$ cat config.mk
export PLATFORM = sky130hd
export DESIGN_NAME = button_debounce_chord_events
export DESIGN_NICKNAME = d
export VERILOG_FILES = /design/src/rtl/bdce_pkg.sv /design/src/rtl/button_debounce_chord_events.sv /design/src/rtl/bdce_debounce.sv /design/src/rtl/bdce_episode.sv
export SDC_FILE = /design/constraint.sdc
export NUM_CORES = 1
export LEC_CHECK = 0
export CAP_MARGIN = 20
export CORE_MARGIN = 3
export CORE_UTILIZATION = 57
export DETAILED_ROUTE_END_ITERATION = 12
export DONT_BUFFER_PORTS = 1
export MAX_ROUTING_LAYER = met4
export PLACE_DENSITY = 0.69
export SLEW_MARGIN = 5
export SYNTH_ARGS = -nofsm -noshare
export SYNTH_HDL_FRONTEND = slang
export SYNTH_SLANG_ARGS = --single-unit
$ cat constraint.sdc
create_clock -name aclk -period 7.71 [get_ports aclk]
set_input_delay 1.542 -clock aclk [delete_from_list [all_inputs] [get_ports aclk]]
set_output_delay 1.542 -clock aclk [all_outputs]
set_load 0.1 [all_outputs]
$ cat src/rtl/bdce_pkg.sv
// Shared types and constants of the button debounce and chord event block.
package bdce_pkg;

    localparam int DN_IDX    = 3;
    localparam int UP_IDX    = 4;
    localparam int TOOLS_IDX = 5;

    localparam int EVT_TYPE_W = 3;
    localparam int CFG_IDX_W  = 2;
    localparam int CFG_DATA_W = 16;
    localparam int TIME_W     = 32;
    localparam int TICKS_W    = 8;
    localparam int MS_W       = 16;

    localparam logic [EVT_TYPE_W-1:0] EV_SHORT       = 3'd0;
    localparam logic [EVT_TYPE_W-1:0] EV_LONG        = 3'd1;
    localparam logic [EVT_TYPE_W-1:0] EV_CHORD_SHORT = 3'd2;
    localparam logic [EVT_TYPE_W-1:0] EV_CHORD_LONG  = 3'd3;
    localparam logic [EVT_TYPE_W-1:0] EV_VIOLATION   = 3'd4;

    localparam logic [CFG_IDX_W-1:0] REG_DEBOUNCE_TICKS  = 2'd0;
    localparam logic [CFG_IDX_W-1:0] REG_CHORD_WINDOW_MS = 2'd1;
    localparam logic [CFG_IDX_W-1:0] REG_LONG_PRESS_MS   = 2'd2;

    typedef struct packed {
        logic                  valid;
        logic [EVT_TYPE_W-1:0] etype;
    } evt_ctl_t;

endpackage

$ cat src/rtl/button_debounce_chord_events.sv
// Top level of the button debounce block with long press, chord and violation events.
//
// Usage: each transaction on the s_ channel is one poll tick carrying the raw
// pressed levels and the millisecond time of the poll. Every poll yields exactly
// one transaction on the m_ channel with the event fields, the debounced held
// mask and the ignore flag. Registers are written over the cfg_ channel, which
// is always ready; writes must happen only while the block is idle.
// A poll is first held in the input register, and its result is loaded into the
// result register from there, after which it is presented on m_. Throughput is
// one poll per cycle while the m_ receiver does not stall; the debounce and episode
// update is a single pass of logic between the input and result registers.
// When the m_ receiver stalls, the result register holds and the input register
// still takes one more poll, after which s_ready drops until the stall clears.
// Reset clears both pipeline valids, starts every button released with no
// episode in progress, and loads the register defaults of 5 ticks, 100 ms and
// 1000 ms.
module button_debounce_chord_events #(
    parameter int NUM_BUTTONS = 6
) (
    input  logic                                 aclk,
    input  logic                                 aresetn,
    input  logic                                 s_valid,
    output logic                                 s_ready,
    input  logic [NUM_BUTTONS-1:0]               s_raw_pressed,
    input  logic [bdce_pkg::TIME_W-1:0]          s_now_ms,
    output logic                                 m_valid,
    input  logic                                 m_ready,
    output logic                                 m_event_valid,
    output logic [bdce_pkg::EVT_TYPE_W-1:0]      m_event_type,
    output logic [NUM_BUTTONS-1:0]               m_event_mask,
    output logic [NUM_BUTTONS-1:0]               m_held_mask,
    output logic                                 m_ignore_active,
    input  logic                                 cfg_valid,
    output logic                                 cfg_ready,
    input  logic [bdce_pkg::CFG_IDX_W-1:0]       cfg_index,
    input  logic [bdce_pkg::CFG_DATA_W-1:0]      cfg_data
);

    logic [bdce_pkg::TICKS_W-1:0]  debounce_ticks_reg;
    logic [bdce_pkg::MS_W-1:0]     chord_window_ms_reg;
    logic [bdce_pkg::MS_W-1:0]     long_press_ms_reg;

    logic                          in_valid_reg;
    logic [NUM_BUTTONS-1:0]        raw_reg;
    logic [bdce_pkg::TIME_W-1:0]   now_reg;
    logic                          out_valid_reg;
    logic                          step_en;

    logic [NUM_BUTTONS-1:0]        down;
    bdce_pkg::evt_ctl_t            evt;
    logic [NUM_BUTTONS-1:0]        evt_mask;
    logic                          ignore_next;

    assign cfg_ready = 1'b1;
    assign step_en   = in_valid_reg && (!out_valid_reg || m_ready);
    assign s_ready   = !in_valid_reg || step_en;
    assign m_valid   = out_valid_reg;

    always_ff @(posedge aclk) begin
        if (!aresetn) begin
            debounce_ticks_reg  <= bdce_pkg::TICKS_W'(5);
            chord_window_ms_reg <= bdce_pkg::MS_W'(100);
            long_press_ms_reg   <= bdce_pkg::MS_W'(1000);
        end else if (cfg_valid && cfg_ready) begin
            if (cfg_index == bdce_pkg::REG_DEBOUNCE_TICKS) begin
                debounce_ticks_reg <= cfg_data[bdce_pkg::TICKS_W-1:0];
            end else if (cfg_index == bdce_pkg::REG_CHORD_WINDOW_MS) begin
                chord_window_ms_reg <= cfg_data;
            end else if (cfg_index == bdce_pkg::REG_LONG_PRESS_MS) begin
                long_press_ms_reg <= cfg_data;
            end
        end
    end

    always_ff @(posedge aclk) begin
        if (!aresetn) begin
            in_valid_reg <= 1'b0;
        end else if (s_ready) begin
            in_valid_reg <= s_valid;
        end
    end

    always_ff @(posedge aclk) begin
        if (s_valid && s_ready) begin
            raw_reg <= s_raw_pressed;
            now_reg <= s_now_ms;
        end
    end

    bdce_debounce #(
        .NUM_BUTTONS(NUM_BUTTONS)
    ) u_debounce (
        .aclk          (aclk),
        .aresetn       (aresetn),
        .enable        (step_en),
        .raw           (raw_reg),
        .debounce_ticks(debounce_ticks_reg),
        .confirmed_next(down)
    );

    bdce_episode #(
        .NUM_BUTTONS(NUM_BUTTONS)
    ) u_episode (
        .aclk           (aclk),
        .aresetn        (aresetn),
        .enable         (step_en),
        .down           (down),
        .now_ms         (now_reg),
        .chord_window_ms(chord_window_ms_reg),
        .long_press_ms  (long_press_ms_reg),
        .evt            (evt),
        .evt_mask       (evt_mask),
        .ignore_next    (ignore_next)
    );

    always_ff @(posedge aclk) begin
        if (!aresetn) begin
            out_valid_reg <= 1'b0;
        end else if (step_en) begin
            out_valid_reg <= 1'b1;
        end else if (m_ready) begin
            out_valid_reg <= 1'b0;
        end
    end

    always_ff @(posedge aclk) begin
        if (step_en) begin
            m_event_valid   <= evt.valid;
            m_event_type    <= evt.etype;
            m_event_mask    <= evt_mask;
            m_held_mask     <= down;
            m_ignore_active <= ignore_next;
        end
    end

`ifndef SYNTHESIS
    a_violation_sets_ignore: assert property (@(posedge aclk) disable iff (!aresetn)
        m_valid && m_event_valid && m_event_type == bdce_pkg::EV_VIOLATION |-> m_ignore_active)
        else $error("violation result without ignore flag");

    a_no_event_clean: assert property (@(posedge aclk) disable iff (!aresetn)
        m_valid && !m_event_valid |-> m_event_type == bdce_pkg::EV_SHORT && m_event_mask == '0)
        else $error("event fields not cleared on a result without event");

    a_chord_mask: assert property (@(posedge aclk) disable iff (!aresetn)
        m_valid && m_event_valid && (m_event_type == bdce_pkg::EV_CHORD_SHORT
        || m_event_type == bdce_pkg::EV_CHORD_LONG) |-> m_event_mask ==
        ((NUM_BUTTONS'(1) << bdce_pkg::DN_IDX) | (NUM_BUTTONS'(1) << bdce_pkg::UP_IDX)))
        else $error("chord event with a mask other than DN and UP");

    a_solo_mask: assert property (@(posedge aclk) disable iff (!aresetn)
        m_valid && m_event_valid && (m_event_type == bdce_pkg::EV_SHORT
        || m_event_type == bdce_pkg::EV_LONG) |-> $onehot(m_event_mask))
        else $error("press event mask does not name exactly one button");
`endif

endmodule

$ cat src/rtl/bdce_debounce.sv
// Per-button stable-count debouncer with its confirmed level registers.
module bdce_debounce #(
    parameter int NUM_BUTTONS = 6
) (
    input  logic                              aclk,
    input  logic                              aresetn,
    input  logic                              enable,
    input  logic [NUM_BUTTONS-1:0]            raw,
    input  logic [bdce_pkg::TICKS_W-1:0]      debounce_ticks,
    output logic [NUM_BUTTONS-1:0]            confirmed_next
);

    logic [NUM_BUTTONS-1:0]       last_raw_reg;
    logic [NUM_BUTTONS-1:0]       last_raw_next;
    logic [NUM_BUTTONS-1:0]       confirmed_reg;
    logic [bdce_pkg::TICKS_W-1:0] count_reg  [NUM_BUTTONS];
    logic [bdce_pkg::TICKS_W-1:0] count_next [NUM_BUTTONS];

    always_comb begin
        for (int i = 0; i < NUM_BUTTONS; i++) begin
            last_raw_next[i]  = last_raw_reg[i];
            count_next[i]     = count_reg[i];
            confirmed_next[i] = confirmed_reg[i];
            if (enable) begin
                if (raw[i] == last_raw_reg[i]) begin
                    if (count_reg[i] < debounce_ticks) begin
                        count_next[i] = count_reg[i] + 1'b1;
                    end
                    if (count_next[i] >= debounce_ticks) begin
                        confirmed_next[i] = raw[i];
                    end
                end else begin
                    last_raw_next[i] = raw[i];
                    count_next[i]    = bdce_pkg::TICKS_W'(1);
                end
            end
        end
    end

    always_ff @(posedge aclk) begin
        if (!aresetn) begin
            last_raw_reg  <= '0;
            confirmed_reg <= '0;
            for (int i = 0; i < NUM_BUTTONS; i++) begin
                count_reg[i] <= '0;
            end
        end else begin
            last_raw_reg  <= last_raw_next;
            confirmed_reg <= confirmed_next;
            for (int i = 0; i < NUM_BUTTONS; i++) begin
                count_reg[i] <= count_next[i];
            end
        end
    end

endmodule

$ cat src/rtl/bdce_episode.sv
// Episode state machine that turns the confirmed mask into press, chord and violation events.
module bdce_episode #(
    parameter int NUM_BUTTONS = 6
) (
    input  logic                          aclk,
    input  logic                          aresetn,
    input  logic                          enable,
    input  logic [NUM_BUTTONS-1:0]        down,
    input  logic [bdce_pkg::TIME_W-1:0]   now_ms,
    input  logic [bdce_pkg::MS_W-1:0]     chord_window_ms,
    input  logic [bdce_pkg::MS_W-1:0]     long_press_ms,
    output bdce_pkg::evt_ctl_t            evt,
    output logic [NUM_BUTTONS-1:0]        evt_mask,
    output logic                          ignore_next
);

    localparam logic [2:0] EP_NONE      = 3'd0;
    localparam logic [2:0] EP_PENDING   = 3'd1;
    localparam logic [2:0] EP_SOLO      = 3'd2;
    localparam logic [2:0] EP_CHORD     = 3'd3;
    localparam logic [2:0] EP_VIOLATION = 3'd4;

    localparam logic [NUM_BUTTONS-1:0] DN_MASK    = NUM_BUTTONS'(1) << bdce_pkg::DN_IDX;
    localparam logic [NUM_BUTTONS-1:0] UP_MASK    = NUM_BUTTONS'(1) << bdce_pkg::UP_IDX;
    localparam logic [NUM_BUTTONS-1:0] TOOLS_MASK = NUM_BUTTONS'(1) << bdce_pkg::TOOLS_IDX;
    localparam logic [NUM_BUTTONS-1:0] PAIR_MASK  = DN_MASK | UP_MASK;

    logic [2:0]                    ep_reg, ep_next;
    logic [bdce_pkg::TIME_W-1:0]   t0_reg, t0_next;
    logic [NUM_BUTTONS-1:0]        act_reg, act_next;
    logic                          ld_reg, ld_next;
    logic                          ign_reg;
    logic [bdce_pkg::TIME_W-1:0]   elapsed;
    logic [bdce_pkg::TIME_W-1:0]   window_ext;
    logic [bdce_pkg::TIME_W-1:0]   long_ext;
    logic                          single;

    assign elapsed    = now_ms - t0_reg;
    assign window_ext = bdce_pkg::TIME_W'(chord_window_ms);
    assign long_ext   = bdce_pkg::TIME_W'(long_press_ms);
    assign single     = (down != '0) && ((down & (down - 1'b1)) == '0);

    always_comb begin
        ep_next     = ep_reg;
        t0_next     = t0_reg;
        act_next    = act_reg;
        ld_next     = ld_reg;
        ignore_next = ign_reg;
        evt.valid   = 1'b0;
        evt.etype   = bdce_pkg::EV_SHORT;
        evt_mask    = '0;
        if (enable) begin
            if (down == '0) begin
                if (ep_reg != EP_NONE) begin
                    if (ep_reg == EP_SOLO && !ld_reg) begin
                        evt.valid = 1'b1;
                        evt.etype = bdce_pkg::EV_SHORT;
                        evt_mask  = act_reg;
                    end else if (ep_reg == EP_CHORD && !ld_reg) begin
                        evt.valid = 1'b1;
                        evt.etype = bdce_pkg::EV_CHORD_SHORT;
                        evt_mask  = act_reg;
                    end else if (ep_reg == EP_VIOLATION) begin
                        ignore_next = 1'b0;
                    end
                    ep_next  = EP_NONE;
                    act_next = '0;
                    ld_next  = 1'b0;
                end
            end else begin
                unique case (ep_reg)
                    EP_NONE: begin
                        t0_next = now_ms;
                        ld_next = 1'b0;
                        if (single) begin
                            act_next = down;
                            ep_next  = (down == UP_MASK || down == DN_MASK) ? EP_PENDING : EP_SOLO;
                        end else begin
                            ep_next     = EP_VIOLATION;
                            ignore_next = 1'b1;
                            evt.valid   = 1'b1;
                            evt.etype   = bdce_pkg::EV_VIOLATION;
                            evt_mask    = down;
                        end
                    end
                    EP_PENDING: begin
                        if (single) begin
                            if (elapsed > window_ext) begin
                                ep_next = EP_SOLO;
                            end
                        end else if (down == PAIR_MASK && elapsed <= window_ext) begin
                            ep_next  = EP_CHORD;
                            act_next = PAIR_MASK;
                        end else begin
                            ep_next     = EP_VIOLATION;
                            ignore_next = 1'b1;
                            evt.valid   = 1'b1;
                            evt.etype   = bdce_pkg::EV_VIOLATION;
                            evt_mask    = down;
                        end
                    end
                    EP_SOLO: begin
                        if (!single || (act_reg == TOOLS_MASK && elapsed >= long_ext)) begin
                            ep_next     = EP_VIOLATION;
                            ignore_next = 1'b1;
                            evt.valid   = 1'b1;
                            evt.etype   = bdce_pkg::EV_VIOLATION;
                            evt_mask    = down;
                        end else if (act_reg != TOOLS_MASK && elapsed >= long_ext
                                     && !ld_reg) begin
                            evt.valid = 1'b1;
                            evt.etype = bdce_pkg::EV_LONG;
                            evt_mask  = act_reg;
                            ld_next   = 1'b1;
                        end
                    end
                    EP_CHORD: begin
                        if ((down & ~PAIR_MASK) != '0) begin
                            ep_next     = EP_VIOLATION;
                            ignore_next = 1'b1;
                            evt.valid   = 1'b1;
                            evt.etype   = bdce_pkg::EV_VIOLATION;
                            evt_mask    = down;
                        end else if (down == PAIR_MASK && elapsed >= long_ext && !ld_reg) begin
                            evt.valid = 1'b1;
                            evt.etype = bdce_pkg::EV_CHORD_LONG;
                            evt_mask  = act_reg;
                            ld_next   = 1'b1;
                        end
                    end
                    default: begin
                        ep_next = ep_reg;
                    end
                endcase
            end
        end
    end

    always_ff @(posedge aclk) begin
        if (!aresetn) begin
            ep_reg  <= EP_NONE;
            t0_reg  <= '0;
            act_reg <= '0;
            ld_reg  <= 1'b0;
            ign_reg <= 1'b0;
        end else begin
            ep_reg  <= ep_next;
            t0_reg  <= t0_next;
            act_reg <= act_next;
            ld_reg  <= ld_next;
            ign_reg <= ignore_next;
        end
    end

endmodule
==> results.yml, run 1 <==
global_route:
  grt_use_total_pct: 25.32
  grt_max_degree: 48
  grt_first_pass_wirelength_um: 50480
  antenna_found_initial: 0
  grt_pass1_vias: 10451
  overflow: 0
critical_path:
  crit_slowest_cell: "a21oi_1"
  timing.rr.start: "debounce_ticks_reg[1]"
  reg2reg_depth: 25
  crit_path_start_kind: "register"
  crit_type: "register to register"
  cp-end-kind: "register"
  cpLargestDelayFamily: "compound AO/OA/AOI/OAI gates"
  r2r_slack_ns: 1.18
  cp_max_fo: 13
  required_ns: 7.92
  critPathArrivalTime_ns: 6.73
  crit_path_frequent_cell: "a21o_1"
  timing.rr.end: "m_ignore_active"
  crit_buf_inv: 2
  cp_slowest_stage_delay_ns: 0.60
die:
  io_pins: 81
  start_util_pct: 58.25
  num_rows: 55
  die_h_um: 158.3
  die_w_um: 158.3
  core_um2: 22710
  die_area_um2: 25070
drt:
  ant_nets: 0
  vias: 10886
  dr_wl_met3_um: 1101
  wl_met1_um: 14150
  drc: 0
  drt_pass1_iterations: 5
  initialDrtViolationCount: 732
  wl_per_cell_um: 17.17
  drt-total-wl_um: 30950
  wl_met2_um: 15000
  via_per_inst: 6.041
  highest_layer: "met4"
logic_synthesis:
  ys_ff_latch: 200
  synthCells: 1531
  avgSynthCellArea_um2: 8.640
  syn_nets: 1752
  synth_seq_area_share_pct: 34.43
  synth_top_flop_cell: "dfxtp_1"
  synth_warnings: 0
  syn_area_um2: 13230
  yosys.cell_types.count: 86
  async_reset_ff_share_pct: 0
  synth_edf_count: 55
clock_tree:
  clk_pin_slew_ns: 0.08
  clock_path_buffers: 2
  clockRootBuffer: "clkbuf_16"
  cts_made_buffers: 17
  cts_tree: "built"
  htree_levels: 4
  cts_sinks: 200
  cts_resized: 0
  holdBufCountCts: 0
  cts_setup_buffers: 0
  clock_latency_ns: 0.45
hold_path:
  min-delay-start: "long_press_ms_reg[11]"
  hold_class: "register to register"
  hold_path_depth: 2
  worstHoldEndpoint: "long_press_ms_reg[11]"
cells_and_area:
  largest_register_ff_count: 48
  drive_gt1_share_pct: 6.131
  fin_area_um2: 14080
  areaGrowthSynthToFinish_pct: 6.413
  layout.nets: 1725
  fin_util_pct: 61.98
  antenna_cells: 0
timing:
  rsz0062_at_grt: "no"
  drv_slew: 0
  post-route-min-period_ns: 6.527
  setup_viol: 0
  fin_skew_ns: 0.01689
  finalCritPeriodShare_pct: 84.66
  whs_ns: 0.4570
  hold_viol_final: 0
  finalSetupTns_ns: 0
  maxSlewHeadroom_pct: 23.24
  fmax_mhz: 153.2
  tightest_slew_ns: 1.147
power:
  peakVddDrop_v: 0.0001149
  power_density_nw_per_um2: 173.2
  p_leak_nw: 5.804
place:
  numPortBuffers: 0
  dpl_cell_area_um2: 13450
  hpwlAfterDp_um: 22160
  gp_congestion: 0.9155
flow_run:
  max_cap_violations: 0
outcome:
  status: "completed"
==> metal layers <==
metal,track usage [%],vias to the layer above
met5,-,-
met4,7.661,0
met3,3.615,54
met2,43.41,222
met1,31.09,5125
li1,-,5485
==> area by class of cell <==
type                            instances  area [um2]
Inverter                               98       367.9
Sequential cell                       200        4554
Fill cell                            1950        8633
Timing Repair Buffer                   15       112.6
Multi-Input combinational cell       1172        8055
Clock inverter                         15       203.9
Tap cell                              285       356.6
Clock buffer                           17       425.4
==> power breakdown <==
| group | leakage [nW] | internal (W) | switching, W |
|---|---|---|---|
| combinational | 3.79 | 0.000132 | 0.000206 |
| clock | 0.301 | 0.000473 | 0.000470 |
| sequential | 1.71 | 0.00111 | 0.0000479 |
==> layout by cell type, fill, tap and decap left out, types with 17 or more instances in the layout <==
master,count
xnor2_1,44
a21o_1,59
inv_1,97
nand4_1,30
o31ai_1,33
nand3_1,26
nor3_1,22
nand2_1,224
nor2_1,70
dfxtp_1,145
o21ai_0,73
a21oi_1,141
a211oi_1,18
xor2_1,29
edfxtp_1,55
ha_1,159
clkbuf_16,17
==> worst register-to-register path, cell delays in order (launching register included) <==
cell       delay (ns)
dfxtp_1          0.30
inv_1            0.39
ha_1             0.32
a21o_1           0.15
a21o_1           0.17
a21o_1           0.18
a21o_1           0.17
a21o_1           0.17
a21o_1           0.16
a21oi_1          0.60
and4_1           0.40
nand3_1          0.14
xnor2_1          0.16
ha_1             0.19
a2111oi_0        0.38
nand2_1          0.09
a31oi_1          0.20
nor4_2           0.10
mux2i_4          0.39
inv_1            0.19
or3_1            0.40
o22ai_1          0.25
nor3_4           0.12
o31ai_2          0.39
or3_1            0.21
nand2_1          0.07
==> cells in the mapped netlist, types with 18 or more instances <==
| library cell | count | area, um2 |
|---|---|---|
| a211oi_1 | 18 | 135.1 |
| a21o_1 | 59 | 442.9 |
| dfxtp_1 | 145 | 2903 |
| xnor2_1 | 44 | 385.4 |
| ha_1 | 159 | 1989 |
| a21oi_1 | 141 | 705.7 |
| o31ai_1 | 33 | 247.7 |
| nor2_1 | 70 | 262.8 |
| nand3_1 | 26 | 130.1 |
| edfxtp_1 | 55 | 1652 |
| xor2_1 | 29 | 254.0 |
| nor3_1 | 23 | 115.1 |
| o21ai_0 | 73 | 365.4 |
| nand4_1 | 30 | 187.7 |
| clkbuf_1 | 42 | 157.7 |
| inv_1 | 98 | 367.9 |
| nand2_1 | 224 | 840.8 |
==> per-stage QoR <==
stage	std cells	worst slack (ns)	total power [W]
global route	1802	0.7020	0.002536
CTS	1802	1.241	0.002452
global placement	1770	1.309	0.001509
floorplan	1531	2.094	0.001440
detailed placement	1770	1.227	0.001518
finish	1802	1.183	0.002438
==> cells by family after synthesis <==
group                    share of synthesized area [%]
AND/OR/NAND/NOR                                  17.32
AO/OA/AOI/OAI                                    22.06
adder cells (fa/ha/maj)                          15.19
other                                          0.02835
flip-flops                                       34.43
multiplexers                                     1.419
XOR/XNOR                                         4.833
buffers and inverters                            4.720
==> worst max path at each step <==
stage / startpoint / end / depth (start not counted)
floorplan: debounce_ticks_reg[1] / m_ignore_active / 23
global placement: debounce_ticks_reg[1] / m_ignore_active / 25
detailed placement: debounce_ticks_reg[1] / m_ignore_active / 25
CTS: debounce_ticks_reg[1] / m_ignore_active / 25
global route: debounce_ticks_reg[1] / m_ignore_active / 25
finish: debounce_ticks_reg[1] / m_ignore_active / 25
(Power assumes the default switching activity.)
==> run 2, diff against run 1 <==
--- a/config.mk
+++ b/config.mk
@@ -5,13 +5,14 @@
 export SDC_FILE = /design/constraint.sdc
 export NUM_CORES = 1
 export LEC_CHECK = 0
+export ABC_AREA = 1
 export CAP_MARGIN = 20
 export CORE_MARGIN = 3
 export CORE_UTILIZATION = 57
 export DETAILED_ROUTE_END_ITERATION = 12
 export DONT_BUFFER_PORTS = 1
 export MAX_ROUTING_LAYER = met4
-export PLACE_DENSITY = 0.69
+export PLACE_DENSITY = 0.72
 export SLEW_MARGIN = 5
 export SYNTH_ARGS = -nofsm -noshare
 export SYNTH_HDL_FRONTEND = slang
==> constraint.sdc (replaced) <==
create_clock -name aclk -period 5.8 [get_ports aclk]
set_input_delay 1.16 -clock aclk [delete_from_list [all_inputs] [get_ports aclk]]
set_output_delay 1.16 -clock aclk [all_outputs]
set_load 0.1 [all_outputs]
==> run 2 against run 1 <==
  * Setup slack lost 0.68 ns
  * Total power grew 42%
  * Clock skew shrank 0.0048 ns
  * Cell count grew 25%
  * Hold slack lost 0.0028 ns
  * Die area grew 4.0%
==> results.yml, run 2 <==
die:
  start_util_pct: 58.33
  io_pins: 81
  die_w_um: 161.4
  die_h_um: 161.4
  die_area_um2: 26060
  num_rows: 56
  core_um2: 23610
logic_synthesis:
  yosys-top-cells-area: "dfxtp_1 21%, ha_1 14%, nand2_1 14%"
  synth_warnings: 0
  synthTopCellsByCount: "496 x nand2_1, 318 x inv_1, 178 x a21oi_1"
  syn_area_um2: 13770
  async_reset_ff_share_pct: 0
  synthAdderAreaFrac_pct: 14.59
  synthSimpleGateAreaFrac_pct: 24.75
  synth_seq_area_share_pct: 33.07
  syn_nets: 2146
  ys_ff_latch: 200
  synth_top_flop_cell: "dfxtp_1"
  synthCells: 1925
  synth_top_family_by_area: "simple AND/OR/NAND/NOR gates"
  synthMuxAreaShare_pct: 0.4906
  synth_xor_area_share_pct: 3.752
  avgSynthCellArea_um2: 7.155
  synth.most_common_cell: "nand2_1"
  yosys.cell_types.count: 51
  synth_compound_area_share_pct: 12.52
  synth_edf_count: 55
  yosysTopAreaCell: "dfxtp_1"
  yosysTopAreaCellShare_pct: 21.08
timing:
  finalSetupTns_ns: 0
  rsz0062_at_grt: "no"
  tightest_slew_ns: 0.9414
  finalCritPeriodShare_pct: 91.27
  fmax_mhz: 188.9
  maxSlewHeadroom_pct: 37.24
  drv_slew: 0
  setup_viol: 0
  hold_viol_final: 0
  post-route-min-period_ns: 5.294
  fin_skew_ns: 0.01209
hold_path:
  worstHoldEndpoint: "u_episode.t0_reg[5]"
  min-delay-start: "u_episode.t0_reg[5]"
  hold_path_depth: 2
  hold_class: "register to register"
global_route:
  antenna_found_initial: 0
  grt_first_pass_wirelength_um: 54690
  grt_use_total_pct: 26.31
  grt_max_degree: 90
  overflow: 0
  grt_pass1_vias: 11544
cells_and_area:
  antenna_cells: 0
  fillers: 2132
  fin_area_um2: 14720
  layout_commonest_cell: "nand2_1"
  multi_input_area_um2: 7731
  regArea_um2: 4554
  layout.nets: 2141
  largest_register_ff_count: 48
  areaGrowthSynthToFinish_pct: 6.849
  fin_cells: 2252
  drive_gt1_share_pct: 7.191
  final_cell_mix: "496 x nand2_1, 316 x inv_1, 178 x a21oi_1"
clock_tree:
  holdBufCountCts: 0
  cts_setup_buffers: 0
  cts_tree: "built"
  cts_resized: 0
  htree_levels: 4
  clockRootBuffer: "clkbuf_16"
  clock_path_buffers: 2
  cts_sinks: 200
  clk_pin_slew_ns: 0.08
  cts_made_buffers: 17
  clock_latency_ns: 0.45
critical_path:
  r2r_slack_ns: 0.51
  cp-end-kind: "register"
  cp_slowest_stage_delay_ns: 0.43
  timing.rr.end: "m_event_mask[4]"
  timing.rr.start: "debounce_ticks_reg[1]"
  crit_type: "register to register"
  critPathArrivalTime_ns: 5.48
  reg2reg_depth: 31
  crit_slowest_cell: "inv_1"
  required_ns: 5.99
  crit_path_start_kind: "register"
  cp_max_fo: 14
  crit_path_frequent_cell: "nand2_1"
place:
  dpl_cell_area_um2: 14120
  gp_congestion: 0.9669
  numPortBuffers: 0
  hpwlAfterDp_um: 24480
  dp.cells: 2220
power:
  p_leak_nw: 7.115
  peakVddDrop_v: 0.0001353
  finalPower_w: 0.003455
  power_density_nw_per_um2: 234.7
drt:
  wl_per_cell_um: 14.47
  drt-total-wl_um: 32590
  drt_pass1_iterations: 5
  drc: 0
  initialDrtViolationCount: 711
  vias: 11949
  ant_nets: 0
  via_per_inst: 5.306
flow_run:
  max_cap_violations: 0
outcome:
  status: "completed"
## run 2: critical path: cells and delay by family (launching register included)
family / cells / cell delay, ns
compound gates: 6 / 0.82
buf+inv: 3 / 0.57
fa+ha+maj: 2 / 0.60
simple gates: 19 / 2.56
xor+xnor: 1 / 0.15
flops: 1 / 0.30
## run 2: cells by family after synthesis
kind of cell,Yosys count
AO/OA/AOI/OAI,317
XOR/XNOR,59
adder cells (fa/ha/maj),160
buffers and inverters,390
flip-flops,200
multiplexers,6
other,1
AND/OR/NAND/NOR,792
## run 2: per-layer routing
layer  vias up  wire length (um)  track usage (%)
met3        67              1085            3.309
li1       6182                 -                -
met4         0               905            8.917
met1      5457             14250            30.54
met2       243             16350            47.03
met5         -                 0                -
## run 2: worst max-delay path by stage
stage / from / endpoint / slack [ns] / cells after the start
after global routing: debounce_ticks_reg[1] / m_event_mask[4] / 0.02 / 31
after detailed placement: debounce_ticks_reg[1] / m_event_mask[3] / 0.49 / 31
final: debounce_ticks_reg[1] / m_event_mask[4] / 0.51 / 31
after CTS: debounce_ticks_reg[1] / m_event_mask[3] / 0.49 / 31
after global placement: debounce_ticks_reg[1] / m_event_mask[3] / 0.73 / 31
after floorplan: debounce_ticks_reg[1] / m_event_mask[3] / 1.56 / 32
## run 2: area by class of cell
class                   instances  area share (%)
well taps                     319           2.712
inverters                     353           9.021
flip-flops and latches        200           30.95
multi-input cells            1335           52.53
clock buffers                  18           2.984
clock inverters                14           1.054
repair buffers                 13          0.7482
## run 2: through the flow
stage / setup slack (ns) / hold WS, ns / util [%]
4_1_cts: 0.4888 / 0.4600 / 62.33
5_1_grt: 0.01740 / 0.4719 / 62.33
3_3_place_gp: 0.7325 / 0.4392 / 59.81
6_report: 0.5065 / 0.4543 / 62.33
3_5_place_dp: 0.4875 / 0.4478 / 59.81
2_1_floorplan: 1.558 / 0.4331 / -
## run 2: report_power, final
part	internal, W	switching (W)	total [W]
clock network	0.000626	0.000598	0.00122
registers	0.00149	0.0000716	0.00157
logic	0.000226	0.000440	0.000666
total	0.00235	0.00111	0.00345
